File: src/rtl/core/pwi_pkg.sv
// ----------------------------------------------------------------------------
// pwi_pkg: shared types and constants of the windowed-integral PID regulator
// Q16.16 data types, register indexes, operation codes and datapath sizes.
// ----------------------------------------------------------------------------
package pwi_pkg;

    localparam int DATA_W     = 32;   // Q16.16 word
    localparam int FRAC_W     = 16;   // fraction bits of Q16.16
    localparam int DIG_W      = 16;   // multiplier digit width
    localparam int PRODUCT_W  = 48;   // stored error*time_step, Q32.16
    localparam int MAG_W      = 48;   // |error difference| << 16
    localparam int DIV_BITS   = 2;    // quotient bits per divider cycle
    localparam int DIV_CYCLES = MAG_W / DIV_BITS;
    localparam int DIV_CNT_W  = $clog2(DIV_CYCLES);
    localparam int LEN_CFG_W  = 5;

    typedef logic signed [DATA_W-1:0] q16_t;
    typedef logic        [DATA_W-1:0] uq16_t;
    typedef logic        [1:0]        cfg_index_t;
    typedef logic        [LEN_CFG_W-1:0] win_len_t;

    localparam cfg_index_t REG_P_GAIN     = 2'd0;
    localparam cfg_index_t REG_I_GAIN     = 2'd1;
    localparam cfg_index_t REG_D_GAIN     = 2'd2;
    localparam cfg_index_t REG_WINDOW_LEN = 2'd3;

    localparam logic OP_STEP  = 1'b0;
    localparam logic OP_CLEAR = 1'b1;

    localparam win_len_t WIN_LEN_RESET = 5'd16;
    localparam win_len_t WIN_LEN_MIN   = 5'd3;

    localparam q16_t Q16_MAX = 32'sh7FFF_FFFF;
    localparam q16_t Q16_MIN = 32'sh8000_0000;

endpackage

File: src/rtl/core/pwi_ram.sv
// ----------------------------------------------------------------------------
// pwi_ram: generic single-port-write, single-port-read RAM
// One write and one read per cycle; read data is registered and holds
// until the next read.
// ----------------------------------------------------------------------------
module pwi_ram #(
    parameter int WIDTH = 48,
    parameter int DEPTH = 16
) (
    input  logic                     aclk,
    input  logic                     wr_en,
    input  logic [$clog2(DEPTH)-1:0] wr_addr,
    input  logic [WIDTH-1:0]         wr_data,
    input  logic                     rd_en,
    input  logic [$clog2(DEPTH)-1:0] rd_addr,
    output logic [WIDTH-1:0]         rd_data
);

    logic [WIDTH-1:0] mem_reg [DEPTH];

    always_ff @(posedge aclk) begin
        if (wr_en) begin
            mem_reg[wr_addr] <= wr_data;
        end
        if (rd_en) begin
            rd_data <= mem_reg[rd_addr];
        end
    end

endmodule

File: src/rtl/core/pid_windowed_integral.sv
// ----------------------------------------------------------------------------
// pid_windowed_integral: PID regulator with a sliding-window integral
// drive = P*error + I*window_sum + D*(error change / time_step), Q16.16,
// floored and saturated to 32 bits. One shared 33x17 multiplier, a radix-4
// serial divider and a ring of products in RAM.
//
//   channel  | dir | handshake            | contents
//   ---------+-----+----------------------+----------------------------------
//   s_*      | in  | s_valid / s_ready    | operation, error_in, time_step
//   m_*      | out | m_valid / m_ready    | drive, zero_step
//   cfg_*    | in  | cfg_valid / cfg_ready| cfg_index, cfg_data (always ready)
//
// A step transaction runs four 4-digit multiplier passes, error*time_step,
// P, I and D, beside the derivative divider that starts at accept; the D pass
// waits for the divider, and a zero time step skips the divider.
// A clear transaction, a window_len write and reset sweep all WINDOW_MAX ring
// slots with s_ready low. A finished result waits in the output register;
// a stalled m_ready holds the block only once a second result is due.
// ----------------------------------------------------------------------------
module pid_windowed_integral #(
    parameter int WINDOW_MAX = 16
) (
    input  logic                    aclk,
    input  logic                    aresetn,
    // step / clear transactions
    input  logic                    s_valid,
    output logic                    s_ready,
    input  logic                    s_operation,
    input  pwi_pkg::q16_t           s_error_in,
    input  pwi_pkg::uq16_t          s_time_step,
    // results
    output logic                    m_valid,
    input  logic                    m_ready,
    output pwi_pkg::q16_t           m_drive,
    output logic                    m_zero_step,
    // register writes
    input  logic                    cfg_valid,
    output logic                    cfg_ready,
    input  pwi_pkg::cfg_index_t     cfg_index,
    input  pwi_pkg::uq16_t          cfg_data
);
    import pwi_pkg::*;

    localparam int SLOT_W    = $clog2(WINDOW_MAX);
    localparam int LEN_W     = (SLOT_W + 1 > LEN_CFG_W) ? SLOT_W + 1 : LEN_CFG_W;
    localparam int SUM_W     = PRODUCT_W + SLOT_W + 1;
    localparam int DER_W     = MAG_W + 1;
    localparam int OPB_MIN   = (SUM_W > DER_W) ? SUM_W : DER_W;
    localparam int BW        = ((OPB_MIN + DIG_W - 1) / DIG_W) * DIG_W;
    localparam int NDIG      = BW / DIG_W;
    localparam int DIG_CNT_W = $clog2(NDIG);
    localparam int A_W       = DATA_W + 1;
    localparam int PP_W      = A_W + DIG_W + 1;
    localparam int PROD_W    = A_W + BW;
    localparam int TOT_W     = PROD_W + 2;
    localparam int SAT_BIT   = DATA_W + FRAC_W - 1;

    localparam logic [2:0] ST_CLEAR = 3'd0;
    localparam logic [2:0] ST_IDLE  = 3'd1;
    localparam logic [2:0] ST_MUL   = 3'd2;
    localparam logic [2:0] ST_ACC   = 3'd3;
    localparam logic [2:0] ST_WAIT  = 3'd4;
    localparam logic [2:0] ST_DONE  = 3'd5;

    localparam logic [1:0] PH_ED = 2'd0;   // error * time_step
    localparam logic [1:0] PH_P  = 2'd1;
    localparam logic [1:0] PH_I  = 2'd2;
    localparam logic [1:0] PH_D  = 2'd3;

    // control
    logic [2:0]             state_reg, state_next;
    logic [1:0]             phase_reg, phase_next;
    logic [DIG_CNT_W-1:0]   dig_cnt_reg, dig_cnt_next;
    logic [SLOT_W-1:0]      clr_cnt_reg, clr_cnt_next;
    logic [SLOT_W-1:0]      slot_reg, slot_next;
    logic                   div_busy_reg, div_busy_next;
    logic [DIV_CNT_W-1:0]   div_cnt_reg, div_cnt_next;
    logic                   m_valid_reg, m_valid_next;

    // history and configuration
    logic signed [SUM_W-1:0] sum_reg, sum_next;
    q16_t                    last_err_reg, last_err_next;
    q16_t                    p_gain_reg, p_gain_next;
    q16_t                    i_gain_reg, i_gain_next;
    q16_t                    d_gain_reg, d_gain_next;
    win_len_t                win_len_reg, win_len_next;

    // datapath
    q16_t                     err_reg, err_next;
    uq16_t                    dt_reg, dt_next;
    logic                     zero_reg, zero_next;
    logic                     dneg_reg, dneg_next;
    logic [DATA_W-1:0]        rem_reg, rem_next;
    logic [MAG_W-1:0]         dvd_reg, dvd_next;
    logic signed [A_W-1:0]    a_reg, a_next;
    logic [BW-1:0]            b_reg, b_next;
    logic signed [PROD_W-1:0] prod_reg, prod_next;
    logic signed [TOT_W-1:0]  total_reg, total_next;
    q16_t                     m_drive_reg, m_drive_next;
    logic                     m_zero_step_reg, m_zero_step_next;

    // ring memory
    logic                  ram_we;
    logic [SLOT_W-1:0]     ram_waddr;
    logic [PRODUCT_W-1:0]  ram_wdata;
    logic                  ram_re;
    logic [PRODUCT_W-1:0]  ram_rdata;

    // combinational helpers
    logic                     s_fire, step_fire, len_write;
    logic [DIG_W-1:0]         digit_top;
    logic                     first_dig;
    logic signed [DIG_W:0]    dig_ext;
    logic signed [PP_W-1:0]   pp;
    logic signed [PROD_W-1:0] pp_ext, prod_step;
    logic signed [A_W-1:0]    diff;
    logic [A_W-1:0]           diff_mag;
    logic [DATA_W:0]          div_rem_w, div_trial;
    logic [MAG_W-1:0]         div_dvd_w;
    logic                     div_ge;
    logic signed [DER_W-1:0]  deriv_mag, deriv;
    logic [LEN_W-1:0]         win_ext, len_eff;
    logic [SLOT_W:0]          slot_inc;
    logic signed [PRODUCT_W-1:0] product;
    logic signed [TOT_W-1:0]  total_acc;
    logic                     sat_ones, sat_zeros;
    q16_t                     drive_sat;

    pwi_ram #(
        .WIDTH (PRODUCT_W),
        .DEPTH (WINDOW_MAX)
    ) u_ring (
        .aclk    (aclk),
        .wr_en   (ram_we),
        .wr_addr (ram_waddr),
        .wr_data (ram_wdata),
        .rd_en   (ram_re),
        .rd_addr (slot_reg),
        .rd_data (ram_rdata)
    );

    assign s_ready     = (state_reg == ST_IDLE);
    assign cfg_ready   = 1'b1;
    assign m_valid     = m_valid_reg;
    assign m_drive     = m_drive_reg;
    assign m_zero_step = m_zero_step_reg;

    assign s_fire    = s_valid && s_ready;
    assign step_fire = s_fire && (s_operation == OP_STEP);
    assign len_write = cfg_valid && (cfg_index == REG_WINDOW_LEN);
    assign ram_re    = step_fire;

    // shared multiplier: Horner over digits of b, most significant first
    assign digit_top = b_reg[BW-1 -: DIG_W];
    assign first_dig = (dig_cnt_reg == DIG_CNT_W'(NDIG - 1));
    assign dig_ext   = {first_dig & digit_top[DIG_W-1], digit_top};
    assign pp        = PP_W'(a_reg) * PP_W'(dig_ext);
    assign pp_ext    = {{(PROD_W - PP_W){pp[PP_W-1]}}, pp};
    assign prod_step = first_dig ? pp_ext : (prod_reg <<< DIG_W) + pp_ext;

    assign diff     = {s_error_in[DATA_W-1], s_error_in}
                    - {last_err_reg[DATA_W-1], last_err_reg};
    assign diff_mag = diff[A_W-1] ? A_W'(-diff) : A_W'(diff);

    // divider: DIV_BITS restoring steps per cycle
    always_comb begin
        div_rem_w = {1'b0, rem_reg};
        div_dvd_w = dvd_reg;
        div_trial = '0;
        div_ge    = 1'b0;
        for (int i = 0; i < DIV_BITS; i++) begin
            div_trial = {div_rem_w[DATA_W-1:0], div_dvd_w[MAG_W-1]};
            div_ge    = (div_trial >= {1'b0, dt_reg});
            div_rem_w = div_ge ? div_trial - {1'b0, dt_reg} : div_trial;
            div_dvd_w = {div_dvd_w[MAG_W-2:0], div_ge};
        end
    end

    assign deriv_mag = {1'b0, dvd_reg};
    assign deriv     = dneg_reg ? -deriv_mag : deriv_mag;

    always_comb begin
        win_ext = LEN_W'(win_len_reg);
        if (win_ext < LEN_W'(WIN_LEN_MIN)) begin
            len_eff = LEN_W'(WIN_LEN_MIN);
        end else if (win_ext > LEN_W'(WINDOW_MAX)) begin
            len_eff = LEN_W'(WINDOW_MAX);
        end else begin
            len_eff = win_ext;
        end
    end

    assign slot_inc  = {1'b0, slot_reg} + (SLOT_W + 1)'(1);
    assign product   = prod_reg[PRODUCT_W + FRAC_W - 1:FRAC_W];
    assign total_acc = total_reg + {{(TOT_W - PROD_W){prod_reg[PROD_W-1]}}, prod_reg};

    assign sat_ones  = &total_reg[TOT_W-1:SAT_BIT];
    assign sat_zeros = ~|total_reg[TOT_W-1:SAT_BIT];
    assign drive_sat = (sat_ones || sat_zeros) ? total_reg[SAT_BIT:FRAC_W]
                     : (total_reg[TOT_W-1] ? Q16_MIN : Q16_MAX);

    always_comb begin
        state_next       = state_reg;
        phase_next       = phase_reg;
        dig_cnt_next     = dig_cnt_reg;
        clr_cnt_next     = clr_cnt_reg;
        slot_next        = slot_reg;
        div_busy_next    = div_busy_reg;
        div_cnt_next     = div_cnt_reg;
        m_valid_next     = m_valid_reg;
        sum_next         = sum_reg;
        last_err_next    = last_err_reg;
        p_gain_next      = p_gain_reg;
        i_gain_next      = i_gain_reg;
        d_gain_next      = d_gain_reg;
        win_len_next     = win_len_reg;
        err_next         = err_reg;
        dt_next          = dt_reg;
        zero_next        = zero_reg;
        dneg_next        = dneg_reg;
        rem_next         = rem_reg;
        dvd_next         = dvd_reg;
        a_next           = a_reg;
        b_next           = b_reg;
        prod_next        = prod_reg;
        total_next       = total_reg;
        m_drive_next     = m_drive_reg;
        m_zero_step_next = m_zero_step_reg;
        ram_we           = 1'b0;
        ram_waddr        = slot_reg;
        ram_wdata        = '0;

        if (m_valid_reg && m_ready) begin
            m_valid_next = 1'b0;
        end

        // advance the divider
        if (div_busy_reg) begin
            rem_next = div_rem_w[DATA_W-1:0];
            dvd_next = div_dvd_w;
            if (div_cnt_reg == '0) begin
                div_busy_next = 1'b0;
            end else begin
                div_cnt_next = div_cnt_reg - DIV_CNT_W'(1);
            end
        end

        case (state_reg)
            ST_CLEAR: begin
                ram_we    = 1'b1;
                ram_waddr = clr_cnt_reg;
                if (clr_cnt_reg == SLOT_W'(WINDOW_MAX - 1)) begin
                    state_next = ST_IDLE;
                end else begin
                    clr_cnt_next = clr_cnt_reg + SLOT_W'(1);
                end
            end
            ST_IDLE: begin
                if (s_fire && s_operation == OP_CLEAR) begin
                    sum_next      = '0;
                    last_err_next = '0;
                    slot_next     = '0;
                    clr_cnt_next  = '0;
                    state_next    = ST_CLEAR;
                end else if (s_fire) begin
                    err_next      = s_error_in;
                    dt_next       = s_time_step;
                    zero_next     = (s_time_step == '0);
                    last_err_next = s_error_in;
                    dneg_next     = diff[A_W-1];
                    rem_next      = '0;
                    dvd_next      = (s_time_step == '0) ? '0
                                  : {diff_mag[DATA_W-1:0], {FRAC_W{1'b0}}};
                    div_busy_next = (s_time_step != '0);
                    div_cnt_next  = DIV_CNT_W'(DIV_CYCLES - 1);
                    a_next        = {s_error_in[DATA_W-1], s_error_in};
                    b_next        = {{(BW - DATA_W){1'b0}}, s_time_step};
                    dig_cnt_next  = DIG_CNT_W'(NDIG - 1);
                    phase_next    = PH_ED;
                    state_next    = ST_MUL;
                end
            end
            ST_MUL: begin
                prod_next = prod_step;
                b_next    = b_reg << DIG_W;
                if (dig_cnt_reg == '0) begin
                    state_next = ST_ACC;
                end else begin
                    dig_cnt_next = dig_cnt_reg - DIG_CNT_W'(1);
                end
            end
            ST_ACC: begin
                dig_cnt_next = DIG_CNT_W'(NDIG - 1);
                case (phase_reg)
                    PH_ED: begin
                        // swap the oldest product for the new one
                        sum_next   = sum_reg
                                   + {{(SUM_W - PRODUCT_W){product[PRODUCT_W-1]}}, product}
                                   - {{(SUM_W - PRODUCT_W){ram_rdata[PRODUCT_W-1]}},
                                      ram_rdata};
                        ram_we     = 1'b1;
                        ram_wdata  = product;
                        slot_next  = (LEN_W'(slot_inc) >= len_eff) ? '0
                                   : slot_inc[SLOT_W-1:0];
                        total_next = '0;
                        a_next     = {p_gain_reg[DATA_W-1], p_gain_reg};
                        b_next     = {{(BW - DATA_W){err_reg[DATA_W-1]}}, err_reg};
                        phase_next = PH_P;
                        state_next = ST_MUL;
                    end
                    PH_P: begin
                        total_next = total_acc;
                        a_next     = {i_gain_reg[DATA_W-1], i_gain_reg};
                        b_next     = {{(BW - SUM_W){sum_reg[SUM_W-1]}}, sum_reg};
                        phase_next = PH_I;
                        state_next = ST_MUL;
                    end
                    PH_I: begin
                        total_next = total_acc;
                        phase_next = PH_D;
                        if (div_busy_reg) begin
                            state_next = ST_WAIT;
                        end else begin
                            a_next     = {d_gain_reg[DATA_W-1], d_gain_reg};
                            b_next     = {{(BW - DER_W){deriv[DER_W-1]}}, deriv};
                            state_next = ST_MUL;
                        end
                    end
                    default: begin
                        total_next = total_acc;
                        state_next = ST_DONE;
                    end
                endcase
            end
            ST_WAIT: begin
                if (!div_busy_reg) begin
                    a_next       = {d_gain_reg[DATA_W-1], d_gain_reg};
                    b_next       = {{(BW - DER_W){deriv[DER_W-1]}}, deriv};
                    dig_cnt_next = DIG_CNT_W'(NDIG - 1);
                    state_next   = ST_MUL;
                end
            end
            ST_DONE: begin
                // hold until the output register is free
                if (!m_valid_reg || m_ready) begin
                    m_drive_next     = drive_sat;
                    m_zero_step_next = zero_reg;
                    m_valid_next     = 1'b1;
                    state_next       = ST_IDLE;
                end
            end
            default: begin
                state_next = ST_IDLE;
            end
        endcase

        if (cfg_valid) begin
            case (cfg_index)
                REG_P_GAIN: p_gain_next = cfg_data;
                REG_I_GAIN: i_gain_next = cfg_data;
                REG_D_GAIN: d_gain_next = cfg_data;
                REG_WINDOW_LEN: begin
                    win_len_next  = cfg_data[LEN_CFG_W-1:0];
                    sum_next      = '0;
                    last_err_next = '0;
                    slot_next     = '0;
                    clr_cnt_next  = '0;
                    div_busy_next = 1'b0;
                    state_next    = ST_CLEAR;
                end
                default: begin
                end
            endcase
        end
    end

    always_ff @(posedge aclk) begin
        if (!aresetn) begin
            state_reg    <= ST_CLEAR;
            phase_reg    <= PH_ED;
            dig_cnt_reg  <= '0;
            clr_cnt_reg  <= '0;
            slot_reg     <= '0;
            div_busy_reg <= 1'b0;
            div_cnt_reg  <= '0;
            m_valid_reg  <= 1'b0;
            sum_reg      <= '0;
            last_err_reg <= '0;
            p_gain_reg   <= '0;
            i_gain_reg   <= '0;
            d_gain_reg   <= '0;
            win_len_reg  <= WIN_LEN_RESET;
        end else begin
            state_reg    <= state_next;
            phase_reg    <= phase_next;
            dig_cnt_reg  <= dig_cnt_next;
            clr_cnt_reg  <= clr_cnt_next;
            slot_reg     <= slot_next;
            div_busy_reg <= div_busy_next;
            div_cnt_reg  <= div_cnt_next;
            m_valid_reg  <= m_valid_next;
            sum_reg      <= sum_next;
            last_err_reg <= last_err_next;
            p_gain_reg   <= p_gain_next;
            i_gain_reg   <= i_gain_next;
            d_gain_reg   <= d_gain_next;
            win_len_reg  <= win_len_next;
        end
    end

    always_ff @(posedge aclk) begin
        err_reg         <= err_next;
        dt_reg          <= dt_next;
        zero_reg        <= zero_next;
        dneg_reg        <= dneg_next;
        rem_reg         <= rem_next;
        dvd_reg         <= dvd_next;
        a_reg           <= a_next;
        b_reg           <= b_next;
        prod_reg        <= prod_next;
        total_reg       <= total_next;
        m_drive_reg     <= m_drive_next;
        m_zero_step_reg <= m_zero_step_next;
    end

    // a step transaction starts the multiplier on the next cycle
    assert property (@(posedge aclk) disable iff (!aresetn)
        step_fire && !len_write |=> state_reg == ST_MUL)
        else $error("step transaction did not start the multiplier");

    // the divider has finished whenever the block can take a new transaction
    assert property (@(posedge aclk) disable iff (!aresetn)
        state_reg == ST_IDLE |-> !div_busy_reg)
        else $error("divider still busy while idle");

    // a result appears only out of the final state
    assert property (@(posedge aclk) disable iff (!aresetn)
        $rose(m_valid_reg) |-> $past(state_reg == ST_DONE))
        else $error("result raised outside the final state");

    // the zero-step flag follows the accepted time step
    assert property (@(posedge aclk) disable iff (!aresetn)
        step_fire |=> zero_reg == ($past(s_time_step) == '0))
        else $error("zero-step flag does not match the time step");

    // the divider never runs on a zero time step
    assert property (@(posedge aclk) disable iff (!aresetn)
        div_busy_reg |-> !zero_reg)
        else $error("divider running on a zero time step");

endmodule
File: config.mk
export PLATFORM = sky130hd
export DESIGN_NAME = pid_windowed_integral
export DESIGN_NICKNAME = d
export VERILOG_FILES = /design/src/rtl/core/pwi_pkg.sv /design/src/rtl/core/pwi_ram.sv /design/src/rtl/core/pid_windowed_integral.sv
export SDC_FILE = /design/constraint.sdc
export NUM_CORES = 2
export LEC_CHECK = 0
export BUFFER_PORTS_ARGS = -buffer_cell sky130_fd_sc_hd__clkbuf_2
export CORE_UTILIZATION = 55
export CTS_CLUSTER_SIZE = 20
export DETAILED_ROUTE_END_ITERATION = 12
export HOLD_SLACK_MARGIN = 0.08
export PLACE_DENSITY = 0.71
export SYNTH_ARGS = -nofsm -noshare
export SYNTH_HDL_FRONTEND = slang
export SYNTH_HIERARCHICAL = 1
export SYNTH_SLANG_ARGS = --single-unit
File: constraint.sdc
create_clock -name aclk -period 17.3 [get_ports aclk]
set_input_delay 0.865 -clock aclk [delete_from_list [all_inputs] [get_ports aclk]]
set_output_delay 0.865 -clock aclk [all_outputs]
set_load 0.02 [all_outputs]
==> impl_metrics.yaml <==
clock_tree:
  cts-root-buf: "clkbuf_16"
  clkLatencyLatePin_ns: 0.86
  cts_tree: "built"
  cts_htree_levels: 4
  postCtsSetupRepairBufs: 0
  ctsHoldBuffers: 0
  clkTransAtPathRegs_ns: 0.06
  clockBufferDepth: 3
  cts_buffers: 159
  cts_resized: 0
  numClockSinks: 1496
synth:
  postSynthCellCount: 9427
  synthTopCellsByArea: "edfxtp_1 (36%), fa_1 (12%), ha_1 (5.9%)"
  ys.flop_type: "edfxtp_1"
  synth-edff-count: 1208
  ys_ff_latch: 1496
  ys_types: 89
  synth_top_area_frac: 0.363
  syn_area_per_cell_sq_um: 10.6
  yosys.area.top_type: "edfxtp_1"
  yosys_warnings: 6
  async_flop_share: 0
  syn-num-nets: 10600
  syn_area_sq_um: 100000
  yosysMostFrequentCell: "edfxtp_1"
  yosysSeqAreaShare: 0.420
  synth_common_cells: "edfxtp_1 (1,208), nand2_1 (1,027), inv_1 (1,011), a21oi_1 (650), fa_1 (593)"
timing:
  setup_tns_ns: 0
  drv_slew: 0
  slew-limit-headroom: 0.170
  fin_ws_ns: 5.53
  fmax_mhz: 85.0
  rsz0062_at_grt: "false"
  hold_violations: 0
  finalSetupViolCount: 0
  finalCritPeriodShare: 0.680
  worst_pin_slew_ns: 1.24
  skew_ns: 0.0733
  min_period_ns: 11.77
floorplanning:
  die_area_sq_um: 184000
  io_pins: 140
  die_h_microns: 428
  core_sq_um: 181000
  initial_utilization: 0.553
  die_w_microns: 428
  fp-row-count: 156
global_routing:
  grt_pass1_vias: 74400
  grt_overflow: 0
  grt_pass1_wl_microns: 446000
  track_usage: 0.317
  antenna_found_initial: 13
  grt_max_degree: 96
route:
  route.vias.total: 74400
  routedWlPerCell_microns: 24.7
  drtPass1Iterations: 6
  drt_wl_total_microns: 292000
  viasPerCell: 6.28
  ant_nets: 0
  drt-initial-drc-count: 8041
  drc: 0
cells_and_area:
  drive_gt1_frac: 0.0889
  area_growth_pct: 8.26
  multiInputGateArea_sq_um: 52500
  largest_reg_flops: 768
  fillers: 14600
  seqCellArea_sq_um: 42100
  fin_area_sq_um: 108000
  fin_nets: 10500
  fin_util: 0.599
min_path:
  hold_path_depth: 3
  hp-start: "cfg_data[9]"
  hp-class: "in -> reg"
  worstHoldEndpoint: "d_gain_reg[9]"
run_status:
  status: "finished clean"
critical_path:
  r2r-start: "b_reg[57]"
  cp-end-kind: "flip-flop"
  path_max_fanout: 53
  cpMaxStageDelayCell: "edfxtp_1"
  cp.required_ns: 17.85
  worstPathArrival_ns: 12.32
  ff2ff_setup_slack_ns: 5.53
  worstSetupStartpointType: "flip-flop"
  path_class: "reg -> reg"
  slowest_delay_ns: 0.76
  cp_common_cell: "fa_1"
  reg2reg_depth: 35
  rr_endpoint: "prod_reg[95]"
place:
  dp_hpwl_microns: 202000
  gp_congestion: 0.952
  port_buffers: 138
  dp_slack_ns: 5.57
  post_dp_cell_area_sq_um: 103000
run:
  maxCapViolCount: 0
routing by layer:
layer	part of all wire	vias to the layer above	wire length (microns)	global-route usage
li1	-	33100	-	-
met1	0.40	37000	118000	0.430
met2	0.47	3538	136000	0.508
met3	0.088	668	25800	0.0488
met4	0.044	4	13000	0.136
met5	0.000086	-	25	0
placed cells by master (no fill, tap or decap), types with 64 or more instances in the layout:
cell type and count:
mux2_2 64, and2_1 234, xnor2_1 249, o21bai_1 92
nand2_1 1022, inv_1 1006, o21ai_0 445, fa_1 593
clkbuf_2 138, ha_1 466, nor3_1 98, a22oi_1 194
dfxtp_1 285, buf_4 94, edfxtp_1 1208, xor2_1 176
nand4_1 113, nor2_1 563, mux4_2 192, a21o_1 196
mux2i_1 65, clkbuf_16 161, a21oi_1 648, a211oi_1 87
nand3_1 88
worst max-delay path: cells and delay by family, from the launching register on:
kind,cells,cell delay [ns]
XOR/XNOR,2,0.29
AND/OR/NAND/NOR,8,2.02
flip-flops,1,0.76
buffers and inverters,5,1.13
AO/OA/AOI/OAI,12,3.31
adder cells (fa/ha/maj),8,3.95
cell type report:
class	instances	share of cell area
Timing Repair Buffer	232	0.0129
Sequential cell	1496	0.388
Clock inverter	106	0.0119
Clock buffer	185	0.0388
Multi-Input combinational cell	6435	0.485
Tap cell	2370	0.0274
Inverter	1013	0.0352
Antenna cell	6	0.000139
worst max-delay path by stage:
| stage | startpoint | end | slack, ns | depth (start not counted) |
|---|---|---|---|---|
| CTS | dig_cnt_reg[0] | prod_reg[95] | 5.54 | 37 |
| detailed placement | dig_cnt_reg[0] | prod_reg[95] | 5.57 | 37 |
| global placement | dig_cnt_reg[0] | prod_reg[95] | 5.68 | 37 |
| finish | b_reg[57] | prod_reg[95] | 5.53 | 35 |
| global route | b_reg[57] | prod_reg[95] | 4.91 | 35 |
| floorplan | dig_cnt_reg[0] | prod_reg[94] | 5.20 | 35 |
through the flow:
step           std cells  hold WS, ns
5_1_grt            11800        0.249
6_report           11800        0.259
4_1_cts            11800        0.218
3_3_place_gp       11500        0.440
2_1_floorplan       9427        0.400
3_5_place_dp       11500        0.446
logic make-up (layout without fill, tap and decap cells):
family,after synthesis,after routing,synth area share
simple gates,2474,2474,0.114
compound gates,2150,2150,0.137
flops,1496,1496,0.420
buf+inv,1496,1536,0.0569
fa+ha+maj,1063,1063,0.177
xor+xnor,426,426,0.0373
mux,321,321,0.0569
other cells,1,7,0.0000375
Power is left out: the tool's default activity adds up to more than one toggle a clock period on the data nets, which glitch-free logic cannot reach.
